==> config.mk <==
export PLATFORM = sky130hd
export DESIGN_NAME = interleaved_address_decoder
export DESIGN_NICKNAME = d
export VERILOG_FILES = /design/src/iad_pkg.sv /design/src/iad_div.sv /design/src/interleaved_address_decoder.sv
export VERILOG_INCLUDE_DIRS = /design/src /design/src/src
export SDC_FILE = /design/constraint.sdc
export NUM_CORES = 2
export LEC_CHECK = 0
export BUFFER_PORTS_ARGS = -buffer_cell sky130_fd_sc_hd__buf_4
export CAP_MARGIN = 20
export CELL_PAD_IN_SITES_DETAIL_PLACEMENT = 0
export CELL_PAD_IN_SITES_GLOBAL_PLACEMENT = 2
export CORE_ASPECT_RATIO = 0.9
export CORE_MARGIN = 2
export CORE_UTILIZATION = 27
export DETAILED_ROUTE_END_ITERATION = 10
export PLACE_DENSITY_LB_ADDON = 0.08
export RECOVER_POWER = 100
export SETUP_SLACK_MARGIN = 0.15
export SLEW_MARGIN = 20
export SYNTH_ARGS = -nofsm -noshare
export SYNTH_HDL_FRONTEND = slang
export SYNTH_SLANG_ARGS = --single-unit
export TNS_END_PERCENT = 30
==> constraint.sdc <==
create_clock -name clk -period 27.7 [get_ports clk]
set_input_delay 5.54 -clock clk [delete_from_list [all_inputs] [get_ports clk]]
set_output_delay 5.54 -clock clk [all_outputs]
set_load 0.02 [all_outputs]
==> src/interleaved_address_decoder_assert.svh <==
// Assertion macros for the interleaved address decoder.
`ifndef INTERLEAVED_ADDRESS_DECODER_ASSERT_SVH
`define INTERLEAVED_ADDRESS_DECODER_ASSERT_SVH
// Implication checked every clock edge, off during reset.
`define IAD_ASSERT_IMP(lbl, clk, rst_n, a, c) \
  lbl: assert property (@(posedge clk) disable iff (!rst_n) (a) |-> (c)) \
    else $error("assertion failed");
// Next-cycle implication.
`define IAD_ASSERT_NXT(lbl, clk, rst_n, a, c) \
  lbl: assert property (@(posedge clk) disable iff (!rst_n) (a) |=> (c)) \
    else $error("assertion failed");
`endif

==> src/iad_pkg.sv <==
// Shared types and constants for the interleaved address decoder.
`timescale 1ns / 1ps
package iad_pkg;
  localparam int NumTargets = 8;
  localparam int IdxW = 3;
  localparam logic [1:0] OUT_MATCH = 2'd0;
  localparam logic [1:0] OUT_DEFAULT = 2'd1;
  localparam logic [1:0] OUT_ZERO = 2'd2;

  typedef struct packed {
    logic [63:0] base;
    logic [63:0] limit;
    logic [31:0] stripe;
    logic [6:0]  ways;
    logic [5:0]  slice;
    logic [5:0]  shift;
    logic        xmode;
    logic        dflt;
  } entry_t;

  typedef struct packed {
    logic        start;
    logic [63:0] num;
    logic [63:0] den;
  } div_req_t;

  typedef struct packed {
    logic        busy;
    logic        done;
    logic [63:0] quo;
    logic [63:0] rem;
  } div_rsp_t;

  function automatic logic [63:0] shr_sat(input logic [63:0] v, input logic [6:0] n);
    shr_sat = (n >= 7'd64) ? 64'd0 : (v >> n[5:0]);
  endfunction
endpackage

==> src/iad_div.sv <==
// Shared radix-2 restoring divider, one quotient bit per cycle.
`timescale 1ns / 1ps
`include "interleaved_address_decoder_assert.svh"
module iad_div (
  input  logic              clk,
  input  logic              rst_n,
  input  iad_pkg::div_req_t req,
  output iad_pkg::div_rsp_t rsp
);
  import iad_pkg::*;
  logic [63:0] q_r, q_nxt, d_r, d_nxt;
  logic [64:0] r_r, r_nxt;
  logic [6:0]  cnt_r, cnt_nxt;
  logic        busy_r, busy_nxt, done_r, done_nxt;
  logic [64:0] trial;

  always_comb begin
    q_nxt = q_r; d_nxt = d_r; r_nxt = r_r; cnt_nxt = cnt_r;
    busy_nxt = busy_r; done_nxt = 1'b0;
    trial = {r_r[63:0], q_r[63]};
    if (req.start) begin
      q_nxt = req.num; d_nxt = req.den; r_nxt = '0; cnt_nxt = 7'd64; busy_nxt = 1'b1;
    end else if (busy_r) begin
      if (trial >= {1'b0, d_r}) begin
        r_nxt = trial - {1'b0, d_r};
        q_nxt = {q_r[62:0], 1'b1};
      end else begin
        r_nxt = trial;
        q_nxt = {q_r[62:0], 1'b0};
      end
      cnt_nxt = cnt_r - 7'd1;
      if (cnt_r == 7'd1) begin
        busy_nxt = 1'b0; done_nxt = 1'b1;
      end
    end
  end

  always_ff @(posedge clk) begin
    q_r <= q_nxt; d_r <= d_nxt; r_r <= r_nxt;
    if (!rst_n) begin
      cnt_r <= '0; busy_r <= 1'b0; done_r <= 1'b0;
    end else begin
      cnt_r <= cnt_nxt; busy_r <= busy_nxt; done_r <= done_nxt;
    end
  end

  assign rsp.busy = busy_r;
  assign rsp.done = done_r;
  assign rsp.quo  = q_r;
  assign rsp.rem  = r_r[63:0];

  `IAD_ASSERT_NXT(a_done_pulse, clk, rst_n, done_r, !done_r)
  `IAD_ASSERT_IMP(a_done_idle, clk, rst_n, done_r, !busy_r)
  `IAD_ASSERT_NXT(a_start_busy, clk, rst_n, req.start, busy_r)
endmodule

==> src/interleaved_address_decoder.sv <==
// Interleaved address decoder top level: entry table and decode sequencer.
// Load: accepted while idle, no result. Decode: entries are scanned in order; a non-default
// in-range entry with ways > 1 adds two divider passes (stripe index, mod ways).
// One request at a time; the next is taken the cycle after the result handshake.
// Synchronous active-low reset clears control and active_targets; table undefined until loaded.
`timescale 1ns / 1ps
`include "interleaved_address_decoder_assert.svh"
module interleaved_address_decoder (
  input  logic         clk,
  input  logic         rst_n,
  input  logic         cfg_valid,
  output logic         cfg_ready,
  input  logic [3:0]   cfg_data,
  input  logic         in_tvalid,
  output logic         in_tready,
  // entry_index, entry_base, entry_limit, entry_stripe, entry_ways, entry_slice,
  // entry_shift, entry_xor, entry_default, address; 248 bits
  input  logic [247:0] in_tdata,
  input  logic         in_tuser,   // action
  output logic         out_tvalid,
  input  logic         out_tready,
  output logic [7:0]   out_tdata    // target_index, outcome
);
  import iad_pkg::*;

  typedef enum logic [5:0] {
    S_IDLE = 6'b000001, S_SCAN = 6'b000010, S_DIV1 = 6'b000100,
    S_DIV2 = 6'b001000, S_OUT  = 6'b010000, S_WAIT = 6'b100000
  } state_t;

  state_t      st_r, st_nxt;
  entry_t      tab_r [NumTargets];
  logic [3:0]  act_r;
  logic [63:0] addr_r, addr_nxt;
  logic [3:0]  i_r, i_nxt, n_lim;
  logic [IdxW-1:0] def_r, def_nxt, tgt_r, tgt_nxt;
  logic        hasdef_r, hasdef_nxt;
  logic [1:0]  oc_r, oc_nxt;
  logic        ovld_r;
  div_req_t    dreq;
  div_rsp_t    drsp;
  entry_t      cur, ld;
  logic [63:0] h;
  logic [6:0]  sh2;

  iad_div u_div (.clk(clk), .rst_n(rst_n), .req(dreq), .rsp(drsp));

  assign cfg_ready = 1'b1;
  assign in_tready = (st_r == S_IDLE);
  assign n_lim = (act_r > 4'(NumTargets)) ? 4'(NumTargets) : act_r;
  assign cur = tab_r[i_r[IdxW-1:0]];
  assign sh2 = {cur.shift, 1'b0};
  assign h = cur.xmode ? (drsp.quo ^ shr_sat(drsp.quo, {1'b0, cur.shift})
                                    ^ shr_sat(drsp.quo, sh2)) : drsp.quo;

  assign ld.base = in_tdata[66:3];
  assign ld.limit = in_tdata[130:67];
  assign ld.stripe = in_tdata[162:131];
  assign ld.ways = in_tdata[169:163];
  assign ld.slice = in_tdata[175:170];
  assign ld.shift = in_tdata[181:176];
  assign ld.xmode = in_tdata[182];
  assign ld.dflt = in_tdata[183];

  always_comb begin
    st_nxt = st_r; addr_nxt = addr_r; i_nxt = i_r; def_nxt = def_r;
    hasdef_nxt = hasdef_r; tgt_nxt = tgt_r; oc_nxt = oc_r;
    dreq = '0;
    case (st_r)
      S_IDLE: if (in_tvalid && in_tuser) begin
        addr_nxt = in_tdata[247:184]; i_nxt = '0; hasdef_nxt = 1'b0; st_nxt = S_SCAN;
      end
      S_SCAN: begin
        if (i_r >= n_lim) begin
          tgt_nxt = hasdef_r ? def_r : '0;
          oc_nxt = hasdef_r ? OUT_DEFAULT : OUT_ZERO;
          st_nxt = S_OUT;
        end else if (cur.dflt) begin
          def_nxt = i_r[IdxW-1:0]; hasdef_nxt = 1'b1; i_nxt = i_r + 4'd1;
        end else if (!(addr_r >= cur.base && addr_r < cur.limit)) begin
          i_nxt = i_r + 4'd1;
        end else if (cur.ways <= 7'd1) begin
          tgt_nxt = i_r[IdxW-1:0]; oc_nxt = OUT_MATCH; st_nxt = S_OUT;
        end else begin
          dreq.start = 1'b1;
          dreq.num = addr_r - cur.base;
          dreq.den = (cur.stripe == '0) ? 64'd1 : {32'd0, cur.stripe};
          st_nxt = S_DIV1;
        end
      end
      S_DIV1: if (drsp.done) begin
        dreq.start = 1'b1; dreq.num = h; dreq.den = {57'd0, cur.ways}; st_nxt = S_DIV2;
      end
      S_DIV2: if (drsp.done) begin
        if (drsp.rem == {58'd0, cur.slice}) begin
          tgt_nxt = i_r[IdxW-1:0]; oc_nxt = OUT_MATCH; st_nxt = S_OUT;
        end else begin
          i_nxt = i_r + 4'd1; st_nxt = S_SCAN;
        end
      end
      S_OUT: st_nxt = S_WAIT;
      S_WAIT: if (out_tready) st_nxt = S_IDLE;
      default: st_nxt = S_IDLE;
    endcase
  end

  always_ff @(posedge clk) begin
    addr_r <= addr_nxt; i_r <= i_nxt; def_r <= def_nxt; tgt_r <= tgt_nxt; oc_r <= oc_nxt;
    if (st_r == S_IDLE && in_tvalid && !in_tuser)
      tab_r[in_tdata[2:0]] <= ld;
    if (!rst_n) begin
      st_r <= S_IDLE; act_r <= '0; hasdef_r <= 1'b0; ovld_r <= 1'b0;
    end else begin
      st_r <= st_nxt; hasdef_r <= hasdef_nxt;
      if (cfg_valid) act_r <= cfg_data;
      ovld_r <= (st_nxt == S_WAIT);
    end
  end

  assign out_tvalid = ovld_r;
  assign out_tdata = {3'd0, oc_r, tgt_r};

  `IAD_ASSERT_IMP(a_out_wait, clk, rst_n, out_tvalid, st_r == S_WAIT)
  `IAD_ASSERT_IMP(a_busy_noin, clk, rst_n, drsp.busy, !in_tready)
  `IAD_ASSERT_IMP(a_oc_valid, clk, rst_n, out_tvalid, oc_r <= OUT_ZERO)
endmodule

### Word-level counts from Yosys, hierarchy flattened

Memories as Yosys holds them, arrays and structs flattened. A register that Yosys moved wholly into a read port is not among the register bits.
Cells that the tools add are included.

| storage, ports and cells | value |
|---|---|
| flip-flop bits (word level) | 289 |
| RAM bits | 1,448 |
| input bits | 258 |
| output and inout port bits | 11 |
| word-level logic and storage cells | 133 |
| memories kept | 1 |

Memories:

| name | depth | bits a word | rd ports | clocked after memory_dff | wr ports | line | source |
|---|---|---|---|---|---|---|---|
| tab_r | 8 | 181 | 1 | 1 | 1 | interleaved_address_decoder.sv:32 | `entry_t tab_r [NumTargets];` |

| cells by class | value |
|---|---|
| add/subtract/negate cells | 4 |
| order comparisons | 7 |
| equality and inequality tests | 20 |
| shift-type cells | 2 |
| muxes and demuxes | 60 |
| bitwise gates (word level) | 5 |
| reductions and logical operators | 18 |

Operator list:

| operator | number |
|---|---|
| $mux W129 | 5 |
| $mux W64 | 5 |
| $pmux W129 S2 | 1 |
| $shr A64 B6 Y64 | 2 |
| $sub A64 B64 Y64 | 2 |
| $xor A64 B64 Y64 | 2 |
| $ge A65 B64 Y1 | 1 |
| $eq A64 B6 Y1 | 1 |
| $ge A64 B64 Y1 | 1 |
| $lt A64 B64 Y1 | 1 |
| $mux W6 | 7 |
| $pmux W6 S6 | 1 |
| $logic_not A32 Y1 | 1 |
| $mux W32 | 1 |
| $mux W4 | 7 |
| $mux W3 | 8 |
| $mux W2 | 7 |
| $mux W7 | 2 |
| $eq A6 B6 Y1 const B | 2 |
| $ne A3 B3 Y1 const B | 4 |
| $pmux W4 S3 | 1 |
| $reduce_and A6 Y1 | 2 |
| $mux W1 | 10 |
| $mux W5 | 2 |
| other kinds (28) | 40 |

### Longest topological paths before layout

| logic depth | value |
|---|---|
| depth after elaboration | 9 |
| mapped depth | 25 |
| depth with buffers taken out | 16 |

### Cells and area by module

A second synthesis with hierarchy kept.

| second synthesis, totals | value |
|---|---|
| cells, all modules | 5,569 |
| area total of the unflattened synthesis | 84,150.7 um2 |

By module, submodules not included:

| module | times used | cells each | area an instance (um2) | sequential area each (um2) |
|---|---|---|---|---|
| interleaved_address_decoder | 1 | 4,392 | 72,269.3 | 46,064.2 |
| iad_div | 1 | 1,177 | 11,881.4 | 5,305.1 |

### Least setup slack after synthesis

Ideal clock, no wire load.

| timing | value |
|---|---|
| kind | input to register |
| start | input in_tuser |
| end | memory tab_r[0][0] (netlist name) (enable) |
| setup time | 0.946 ns |
| arrival | 18.169 ns |
| data required time | 26.754 ns |
| setup slack | 8.585 ns |
| stages | 2 |
| buffers on the path | 0 |
| path through | or3_1 nor3_1 |

| on the way | value |
|---|---|
| longest elaborated chain between the ends | 4 |

RTL lines:

| what | line | source |
|---|---|---|
| start, declared | interleaved_address_decoder.sv:19 | `input logic in_tuser,` |
| $logic_not A1 Y1 | interleaved_address_decoder.sv:109 | `if (st_r == S_IDLE && in_tvalid && !in_tuser)` |
| $logic_and A1 B1 Y1 | interleaved_address_decoder.sv:109 |  |
| $mux W1 | interleaved_address_decoder.sv:109 |  |
| $mux W1 (implied by the code) | interleaved_address_decoder.sv:110 | `tab_r[in_tdata[2:0]] <= ld;` |
| end, declared | interleaved_address_decoder.sv:32 |  |

Every way passes these cells.

### Worst setup path after layout

| timing | value |
|---|---|
| start | input in_tvalid |
| end | memory tab_r[6][155] (netlist name) (enable) |

| on the way | value |
|---|---|
| longest elaborated chain between the ends | 4 |

RTL lines:

| what | line | source |
|---|---|---|
| start, declared | interleaved_address_decoder.sv:14 | `input logic in_tvalid,` |
| $logic_and A1 B1 Y1 (2 in a row) | interleaved_address_decoder.sv:109 |  |
| $mux W1 | interleaved_address_decoder.sv:109 |  |
| $mux W1 (implied by the code) | interleaved_address_decoder.sv:110 |  |

Every way passes these cells.

==> flow_metrics.py <==
metrics = {
    "timing": {
        "slew_headroom": -4.71,
        "min_period_over_period": 0.652,
        "setup_violations": 0,
        "timing.final.hold_violations": 0,
        "finalSetupTns_ns": 0,
        "worst_clock_skew_ns": 0.117,
        "finalMaxSlewViolations": 1882,
        "period_needed_ns": 18.06,
        "worst_slew_pin_tran_ns": 8.56,
        "grt_setup_unrepaired": "no",
        "achievable_frequency_mhz": 55.4,
    },
    "grt": {
        "vias_in_the_first_global_route": 47972,
        "grt_pass1_wl_microns": 390000,
        "largest_net_degree_at_the_start_of_global_routing": 108,
        "initial_antenna_violation_count": 66,
        "track_usage": 0.184,
        "globalRoute.totalOverflow": 0,
    },
    "worst_setup_path": {
        "cp-end-kind": "flop",
        "r2r_end": "u_div.q_r[13]$_DFFE_PP_",
        "crit_path_cell_trace": "clkbuf_1 > nand2_1 > or3_1 > nor2_1 > clkbuf_1 > clkbuf_1 > clkbuf_1 > clkbuf_1",
        "cp_num_buf_inv": 5,
        "critPathArrivalTime_ns": 18.43,
        "ff2ff_path_depth": 17,
        "critical_path.startpoint_type": "input port",
        "cp_data_required_time_ns": 28.06,
        "crit_path_leading_delay_family": "buffers and inverters",
        "cpMaxStageDelayCell": "clkbuf_1",
        "worst-path-max-fanout": 50,
        "critPathMaxStageDelay_ns": 2.82,
        "critical-path-top-cell-by-count": "clkbuf_1",
        "rrSetupSlack_ns": 10.83,
        "timing_worst_setup_path_type": "in2reg",
    },
    "clock_network": {
        "clkTransAtPathRegs_ns": 0.05,
        "cts_max_level": 4,
        "cts-hold-fix-buffers": 0,
        "tritoncts": "built",
        "post_cts_resized": 0,
        "clock-root-buffer": "clkbuf_16",
        "clk-insertion-delay-late_ns": 0.88,
        "clock_sinks": 1708,
        "cts_post_setup_buffers_inserted": 0,
        "cts_buffer_depth": 4,
        "inserted_clock_buffers": 201,
    },
    "synthesis": {
        "ff_latch_count_synth": 1708,
        "yosys_warnings": 0,
        "synth.distinct_cells": 93,
        "avgSynthCellArea_sq_um": 15.6,
        "synth_sequential_area_ratio": 0.634,
        "post_synth_instance_area_sq_mm": 0.0795,
        "yosys_most_used_dff": "edfxtp_1",
        "synth_edf_count": 1620,
        "postSynthCellCount": 5108,
        "async_flop_share": 0,
    },
    "placement": {
        "placement.io_buffers": 264,
        "finalWeightedCongestion": 0.784,
        "hpwl_microns": 192000,
        "placement.cell_area_sq_mm": 0.0861,
    },
    "outcome": {
        "status": "finished with violations",
        "failed_checks": "max-capacitance violations, max-slew violations",
    },
    "worst_hold_path": {
        "hold_class": "reg2reg",
        "min-delay-start": "u_div.cnt_r[1]$_SDFFE_PP0P_",
        "hold_path_depth": 2,
        "holdPathEnd": "u_div.cnt_r[1]$_SDFFE_PP0P_",
    },
    "die": {
        "die_width_microns": 576,
        "floorplan.die_area_sq_mm": 0.299,
        "initial_standard_cell_utilization_of_the_core": 0.271,
        "die_height_microns": 519,
        "placeableCoreArea_sq_mm": 0.294,
        "num_rows": 189,
        "io_pins": 269,
    },
    "drt": {
        "initialDrtViolationCount": 3527,
        "avgViaCountPerCell": 4.94,
        "finalWirelength_microns": 280000,
        "route.detailed.wl_per_inst_microns": 29.5,
        "route.antenna.remaining_nets": 0,
        "post-route-drc-count": 0,
        "route.vias.total": 46813,
        "detailedRoute.firstPassIterationCount": 7,
    },
    "layout": {
        "finish.net_count": 5825,
        "final.fill_count": 29197,
        "ff_latch_area_sq_mm": 0.0504,
        "layout.cell_area.non_filler_sq_mm": 0.0913,
        "multiInputGateArea_sq_mm": 0.0275,
        "final_util": 0.311,
        "layout_cell_share_with_drive_strength_beyond_1": 0.151,
        "area_growth_syn_to_layout_pct": 14.8,
    },
    "power_and_ir_drop": {
        "power.leakage_nw": 29.7,
        "pwr-share-comb": 0.446,
        "switching_share": 0.403,
        "power_density_mw_per_mm2": 113,
        "internal_portion_of_total_power_mw": 6.14,
        "switching_power_mw": 4.14,
        "ir_worst_vdd_mv": 0.0714,
        "seq_power_share": 0.305,
        "share_clk_of_total_power": 0.249,
    },
    "flow_run": {
        "max-cap-violations": 42,
    },
}
synth_stat cells, types with 27 or more instances:
cell / n / share of area
nand4_1: 55 / 0.0043
a21oi_1: 239 / 0.015
o21ai_1: 35 / 0.0022
xor2_1: 84 / 0.0093
dfxtp_1: 88 / 0.022
inv_1: 80 / 0.0038
nor3_1: 58 / 0.0037
nand3_1: 47 / 0.0030
o221ai_1: 33 / 0.0036
ha_1: 166 / 0.026
nand2_1: 256 / 0.012
a211oi_1: 27 / 0.0025
buf_1: 48 / 0.0023
nor2_1: 248 / 0.012
o21ai_0: 180 / 0.011
a21o_1: 69 / 0.0065
o22ai_1: 49 / 0.0039
mux4_2: 363 / 0.10
mux2i_1: 478 / 0.060
xnor2_1: 171 / 0.019
a22oi_1: 77 / 0.0073
o211ai_1: 34 / 0.0032
clkbuf_1: 147 / 0.0069
edfxtp_1: 1620 / 0.61
nand2b_1: 27 / 0.0021
buf_2: 61 / 0.0038
flip-flops by register name, indices dropped and copies added, names as in the netlist, 2 cells and up, named ones only:
register,cells
u_div.cnt_r,7
u_div.q_r,64
tab_r,1448
act_r,4
def_r,3
oc_r,2
addr_r,64
u_div.r_r,64
st_r,6
u_div.d_r,32
tgt_r,3
i_r,4
placed cells by master (no fill, tap or decap), types with 15 or more instances in the layout:
master,synthesis,routed
clkbuf_4,0,53
mux2i_1,478,473
diode_2,0,17
mux2_2,19,18
nor2b_1,25,25
nand2_1,256,254
clkinv_2,0,33
clkbuf_16,0,204
o21a_1,23,23
o22ai_1,49,49
clkinv_1,0,39
a21oi_1,239,239
a21o_1,69,69
xor2_1,84,84
nor3_1,58,58
nand2b_1,27,27
o221ai_1,33,35
a22oi_1,77,77
nor4_1,22,22
mux4_2,363,363
o21ai_0,180,194
nand4_1,55,55
dfxtp_1,88,85
a211oi_1,27,27
xnor2_1,171,171
a31oi_1,22,22
nor2_1,248,246
bufinv_16,0,15
inv_1,80,80
o21ai_1,35,21
buf_4,11,73
nand3_1,47,47
clkbuf_1,147,278
ha_1,166,166
o211ai_1,34,34
edfxtp_1,1620,1620
worst max path at each step:
stage	cells past startpoint	to	slack, ns	startpoint
6_report	8	tab_r[6][155]$_DFFE_PP_	9.64	in_tvalid
2_1_floorplan	2	tab_r[0][0]$_DFFE_PP_	8.58	in_tuser
4_1_cts	18	u_div.q_r[7]$_DFFE_PP_	17.73	flop
5_1_grt	8	tab_r[6][155]$_DFFE_PP_	8.88	in_tvalid
3_3_place_gp	8	tab_r[6][135]$_DFFE_PP_	16.92	in_tvalid
3_5_place_dp	8	tab_r[6][135]$_DFFE_PP_	16.93	in_tvalid
per-layer routing:
metal / track usage / up-vias / wire length [microns]
li1: - / 21003 / -
met2: 0.280 / 1010 / 124000
met4: 0.0373 / 44 / 5710
met5: 0 / - / 264
met1: 0.275 / 24409 / 137000
met3: 0.0276 / 347 / 12800
kinds of logic (layout without fill, tap and decap cells):
logic type | count (synthesis) | count (layout) | share of synthesized area
AOI/OAI and AO/OA | 919 | 919 | 0.0749
xor gates and xnor gates | 255 | 255 | 0.0281
adders and majority gates | 168 | 168 | 0.0266
buffers and inverters | 364 | 799 | 0.0206
DFF | 1708 | 1708 | 0.634
muxes | 865 | 865 | 0.167
other | 2 | 21 | 0.0000945
and+or+nand+nor | 827 | 827 | 0.0489
worst reg2reg max path, delay by kind of cell, from the launching register on:
family                   cells  cell delay, ns
adder cells (fa/ha/maj)      1            0.40
AO/OA/AOI/OAI                7            2.70
AND/OR/NAND/NOR              2            0.44
multiplexers                 2            1.25
flip-flops                   1            1.82
buffers and inverters        5            9.63
power groups by stage:
| stage | Sequential, mW | Clock (mW) | Combinational [mW] |
|---|---|---|---|
| floorplan | 3.10 | 0 | 3.05 |
| global placement | 3.18 | 0 | 4.70 |
| detailed placement | 3.18 | 0 | 4.66 |
| CTS | 3.13 | 2.65 | 4.68 |
| global route | 3.15 | 2.73 | 4.96 |
| finish | 3.13 | 2.56 | 4.59 |
per-stage QoR:
step,power [mW],hold WS [ns],std cells,setup WS (ns)
floorplan,6.15,0.469,5110,8.58
global placement,7.88,0.490,9110,16.92
detailed placement,7.84,0.492,9110,16.93
CTS,10.5,0.496,9459,17.73
global route,10.8,0.544,9461,8.88
finish,10.3,0.491,9477,9.64
cell type report:
type | count | area share
antenna | 17 | 0.000466
clock buffer | 246 | 0.0581
clock inverter | 103 | 0.0101
inverter | 80 | 0.00329
multi-input combinational | 3038 | 0.301
sequential | 1708 | 0.552
tap | 3915 | 0.0536
timing repair buffer | 370 | 0.0209
(Power assumes the default switching activity.)
